## src/design/grid_cell_bbox_accumulator_macros.svh

```systemverilog
// assertion macros for the grid cell box accumulator
// no dependencies
`ifndef GRID_CELL_BBOX_ACCUMULATOR_MACROS_SVH
`define GRID_CELL_BBOX_ACCUMULATOR_MACROS_SVH
`ifndef SYNTH
`define GCB_ASSERT_IMPL(label, clk, rst_n, ante, cons) \
    label: assert property (@(posedge clk) disable iff (!rst_n) (ante) |-> (cons)) \
        else $error("assertion failed");
`define GCB_ASSERT_NEXT(label, clk, rst_n, ante, cons) \
    label: assert property (@(posedge clk) disable iff (!rst_n) (ante) |=> (cons)) \
        else $error("assertion failed");
`else
`define GCB_ASSERT_IMPL(label, clk, rst_n, ante, cons)
`define GCB_ASSERT_NEXT(label, clk, rst_n, ante, cons)
`endif
`endif

```

## src/design/gcba_pkg.sv

```systemverilog
// types and constants for the grid cell box accumulator
// no dependencies
package gcba_pkg;
    localparam int MAX_SIDE_CELLS_DEF = 32;
    localparam int COORD_BITS_DEF = 32;
    localparam int CFG_W = 32;
    localparam int IDX_W = 10;
    localparam logic [2:0] REG_MIN_X = 3'd0;
    localparam logic [2:0] REG_MIN_Y = 3'd1;
    localparam logic [2:0] REG_MAX_X = 3'd2;
    localparam logic [2:0] REG_MAX_Y = 3'd3;
    localparam logic [2:0] REG_SIDE  = 3'd4;

    typedef struct packed {
        logic signed [31:0] point_x;
        logic signed [31:0] point_y;
        logic signed [31:0] box_lo_x;
        logic signed [31:0] box_lo_y;
        logic signed [31:0] box_lo_z;
        logic signed [31:0] box_hi_x;
        logic signed [31:0] box_hi_y;
        logic signed [31:0] box_hi_z;
    } t_in_word;

    typedef struct packed {
        logic [9:0]         cell_index;
        logic               was_in_use;
        logic signed [31:0] merged_lo_x;
        logic signed [31:0] merged_lo_y;
        logic signed [31:0] merged_lo_z;
        logic signed [31:0] merged_hi_x;
        logic signed [31:0] merged_hi_y;
        logic signed [31:0] merged_hi_z;
    } t_out_word;

    typedef struct packed {
        logic signed [31:0] lo_x;
        logic signed [31:0] lo_y;
        logic signed [31:0] lo_z;
        logic signed [31:0] hi_x;
        logic signed [31:0] hi_y;
        logic signed [31:0] hi_z;
    } t_box;

    function automatic logic [9:0] spread5(input logic [4:0] v);
        logic [9:0] r;
        r = '0;
        for (int k = 0; k < 5; k++) r[2*k] = v[k];
        return r;
    endfunction
endpackage

```

## src/design/gcba_divider.sv

```systemverilog
// restoring divider for the cell rescale: floor(num / den), one bit a cycle
// depends on gcba_pkg
module gcba_divider (
    input  logic        i_clk,
    input  logic        i_rst_n,
    input  logic        i_go,
    input  logic [38:0] i_num,
    input  logic [32:0] i_den,
    output logic        o_done,
    output logic [5:0]  o_quot
);
    import gcba_pkg::*;
    localparam int NB = 39;
    logic [NB-1:0] r_num, n_num;
    logic [33:0]   r_rem, n_rem;
    logic [32:0]   r_den;
    logic [5:0]    r_cnt, n_cnt;
    logic          r_run, n_run, r_done, n_done;
    logic [33:0]   w_sh;
    logic [34:0]   w_diff;

    always_comb begin
        n_num = r_num; n_rem = r_rem; n_cnt = r_cnt; n_run = r_run; n_done = 1'b0;
        w_sh = {r_rem[32:0], r_num[NB-1]};
        w_diff = {1'b0, w_sh} - {2'b0, r_den};
        if (r_run) begin
            n_num = {r_num[NB-2:0], 1'b0};
            if (!w_diff[34]) begin
                n_rem = w_diff[33:0];
                n_num[0] = 1'b1;
            end else begin
                n_rem = w_sh;
            end
            n_cnt = r_cnt - 6'd1;
            if (r_cnt == 6'd1) begin
                n_run = 1'b0;
                n_done = 1'b1;
            end
        end
    end

    always_ff @(posedge i_clk) begin
        if (!i_rst_n) begin
            r_run <= 1'b0; r_done <= 1'b0; r_cnt <= '0;
        end else begin
            r_run <= i_go ? 1'b1 : n_run;
            r_done <= n_done;
            r_cnt <= i_go ? 6'(NB) : n_cnt;
        end
        if (i_go) begin
            r_num <= i_num; r_rem <= '0; r_den <= i_den;
        end else begin
            r_num <= n_num; r_rem <= n_rem;
        end
    end
    assign o_done = r_done;
    assign o_quot = r_num[5:0];
endmodule

```

## config.mk

```make
export PLATFORM = sky130hd
export DESIGN_NAME = gcba_divider
export DESIGN_NICKNAME = d
export VERILOG_FILES = /design/src/design/grid_cell_bbox_accumulator_macros.svh /design/src/design/gcba_pkg.sv /design/src/design/gcba_divider.sv
export SDC_FILE = /design/constraint.sdc
export NUM_CORES = 1
export LEC_CHECK = 0
export BUFFER_PORTS_ARGS = -buffer_cell sky130_fd_sc_hd__buf_2
export CORE_MARGIN = 3
export CORE_UTILIZATION = 59
export CTS_CLUSTER_DIAMETER = 120
export DETAILED_ROUTE_END_ITERATION = 6
export GPL_TIMING_DRIVEN = 0
export PLACE_DENSITY = 0.87
export RECOVER_POWER = 100
export SYNTH_ARGS = -nofsm -noshare
export SYNTH_HDL_FRONTEND = slang
export SYNTH_SLANG_ARGS = --single-unit
```

## constraint.sdc

```tcl
create_clock -name i_clk -period 3.55 [get_ports i_clk]
set_clock_uncertainty 0.2 [all_clocks]
set_input_delay 0 -clock i_clk [delete_from_list [all_inputs] [get_ports i_clk]]
set_output_delay 0 -clock i_clk [all_outputs]
set_load 0.02 [all_outputs]
```

==> flow_summary.ini <==
[status]
status = finished, violations left
violations = design-rule violations, negative setup slack

[placed_design]
place_inst = 836
routabilityCongestion = 0.9445
place_ws_ps = -107.9
post_dp_cell_area_um2 = 7073
io_buffers = 81
hpwl_um = 10800

[sta]
hold_viol_final = 0
timing.slew.headroom = 0.3413
worst_slew_pin_slew_ps = 988.0
max_freq_mhz = 280.8
finalHoldWorstSlack_ps = 95.66
setup_ws_ps = -10.89
fin_crit_sh = 1.003
maxSlewViolCount = 0
setup_viol = 1
grt_setup_unrepaired = true
period_minus_slack_ps = 3561

[worst_setup_path]
worst-path-max-fanout = 10
crit_chain = inv_1, ha_1, a21oi_1, o21ai_0, a21oi_2, nand2_2, a31oi_4, o311a_1, buf_2, buf_8, buf_6, mux2i_2
start_kind = register
path_class = reg -> reg
crit_slowest_cell = edfxtp_1
rr_worst_depth = 12
critPathRequiredTime_ps = 3600
cp_num_cells = 12
crit_family = compound AO/OA/AOI/OAI gates
critPathArrivalTime_ps = 3610
end_kind = register
crit_buf_inv = 4
cp_slowest_stage_delay_ps = 410

[layout]
fin_area_um2 = 8781
nets = 941
syn2layout_area_growth_pct = 35.14
fill_cells = 498
layout.cells.non_filler = 979
postLayoutCoreUtil = 0.8356
drive_above_1_share = 0.1969
antenna_cells = 0

[floorplan]
row_count = 37
ios = 82
die_w_um = 110.9
fp.dieArea_um2 = 12310
die_h_um = 110.9
coreArea_um2 = 10510
initial_core_util = 0.6183

[grt]
grt_pass1_wl_um = 34840
antenna_found_initial = 0
grt_use_total = 0.3593
grt_pass1_vias = 6669
grt_max_degree = 40
overflow = 0

[routing]
drc_errors = 67
postRouteAntennaNets = 0
wl_um = 22410
via_count = 6433
via_per_inst = 6.571
drtIter0Drc = 967
drtPass1Iterations = 7
wl_per_cell_um = 22.89

[clock_tree]
cts_tree = yes
cts_made_buffers = 17
ctsLongestPathBuffers = 2
clk_latency_ps = 540
clockRootBuffer = clkbuf_8
clk_pin_slew_ps = 70
clkSinkCount = 113
htree_levels = 4

[synthesis]
synthCells = 619
syn_area_um2 = 6497
synth_async_sr_flop_share = 0
ys_warn_count = 0
ys_seq_area_frac = 0.4591
dominantRegCellSynth = edfxtp_1
syn_area_per_cell_um2 = 10.50
syn_nets = 730
synth_edf_count = 72
ys_ff_latch = 113
netlist-cell-type-count = 62

[power]
p_sw_mw = 1.292
pwr-share-clk = 0.402
cell_internal_pwr_mw = 2.978
seqPwrFrac = 0.376
powerDensity_nw_per_um2 = 486.3
pwr-share-comb = 0.223
switching_share = 0.3025
irDropWorstVdd_uv = 540.0
leakage_nw = 3.735

[min_path]
min_delay_path_depth = 3
hp-class = in -> reg

[job]
max_cap_viol_count = 0
[worst reg2reg max path: stages, from the launching register on]
cell and delay, ps:
edfxtp_1 410, inv_1 80, ha_1 290, a21oi_1 380
o21ai_0 250, a21oi_2 300, nand2_2 160, a31oi_4 290
o311a_1 190, buf_2 180, buf_8 200, buf_6 180
mux2i_2 140
[layout by cell type, fill, tap and decap left out, drive strengths merged, types with 20 or more instances in the layout]
| master | Yosys | layout |
|---|---|---|
| dlygate4sd3 | 0 | 107 |
| buf | 15 | 89 |
| edfxtp | 72 | 72 |
| clkbuf | 20 | 53 |
| nor2 | 47 | 47 |
| inv | 44 | 44 |
| dfxtp | 41 | 41 |
| mux2 | 41 | 41 |
| a21oi | 38 | 38 |
| ha | 35 | 35 |
| nand2 | 28 | 28 |
| a211oi | 23 | 23 |
| mux2i | 23 | 23 |
| o21ai | 22 | 22 |
| xnor2 | 20 | 20 |
[power by group through the flow]
stage	Combinational, mW	Sequential (mW)	Clock [mW]
after floorplan	0.550	1.59	0
after global placement	0.697	1.60	0
after detailed placement	0.732	1.61	0
after CTS	0.839	1.58	1.64
after global routing	1.00	1.61	1.75
final	0.951	1.60	1.72
[layer usage]
metal  up-vias  global-route usage  share of wire
met5         -                   0              0
met4         0              0.2438          0.090
met3       203              0.1124           0.11
met2       582              0.5850           0.46
met1      2943              0.4022           0.34
li1       2705                   -              -
[worst paths after layout]
path | slack (ps) | start | end
worst min-delay path | 100 | i_num[30] | r_num[30]
worst min register to register | 300 | r_rem[32] | r_rem[32]
worst max-delay path | -10 | r_den[13] | r_num[0]
worst max register to register | -10 | r_den[13] | r_num[0]
[cells in the mapped netlist (all sizes together), types with 5 or more instances]
cell	count	area share
xor2	8	0.011
a211oi	23	0.027
mux2	41	0.071
edfxtp	72	0.33
dfxtp	41	0.13
nor2	47	0.027
o21ai	22	0.017
and3	6	0.0058
nand2	28	0.017
a21oi	38	0.029
nand4	5	0.0048
nand2b	12	0.012
nand3	11	0.0085
buf	15	0.015
ha	35	0.067
xnor2	20	0.027
mux2i	23	0.035
o21a	6	0.0069
clkbuf	20	0.012
nand4b	8	0.011
inv	44	0.025
nor2b	7	0.0067
a31oi	10	0.012
and4	5	0.0067
nor3	7	0.0054
a21o	11	0.013
[stage by stage]
step	TNS, ps	power (mW)
after floorplan	0	2.139
after global placement	0	2.299
after detailed placement	-340.8	2.341
after CTS	0	4.064
after global routing	-140.1	4.368
final	-10.89	4.270
[what timing repair did]
| action | 4_1_cts | 5_1_grt |
|---|---|---|
| setup buffers | 0 | 4 |
| pin swaps | 1 | 3 |
| hold buffers | 107 | 0 |
| gates resized for setup | 1 | 15 |
| endpoints found under the setup margin | 20 | 33 |
| endpoints found under the hold margin | 113 | 0 |
[area by class of cell]
class,count,area [um^2],area share
well taps,136,170.2,0.01938
clock inverters,10,113.9,0.01297
flip-flops and latches,113,2983,0.3397
inverters,44,165.2,0.01881
plain buffers,35,186.4,0.02123
repair buffers,192,1496,0.1704
clock buffers,22,452.9,0.05158
multi-input cells,427,3213,0.3659
[flip-flops by register name, summed over array words and instances, names as in the netlist]
| name | cells |
|---|---|
| r_num | 39 |
| r_den | 33 |
| r_rem | 33 |
| r_cnt | 6 |
| o_done | 1 |
| r_run | 1 |
[logic make-up (layout without fill, tap and decap cells)]
| family | after synthesis | count (layout) | synth area share |
|---|---|---|---|
| AOI/OAI and AO/OA | 145 | 145 | 0.1506 |
| xor gates and xnor gates | 28 | 28 | 0.03774 |
| adders and majority gates | 36 | 36 | 0.07048 |
| buffers and inverters | 79 | 303 | 0.05161 |
| DFF | 113 | 113 | 0.4591 |
| muxes | 64 | 64 | 0.1065 |
| and+or+nand+nor | 154 | 154 | 0.1240 |
(Power assumes the default switching activity.)
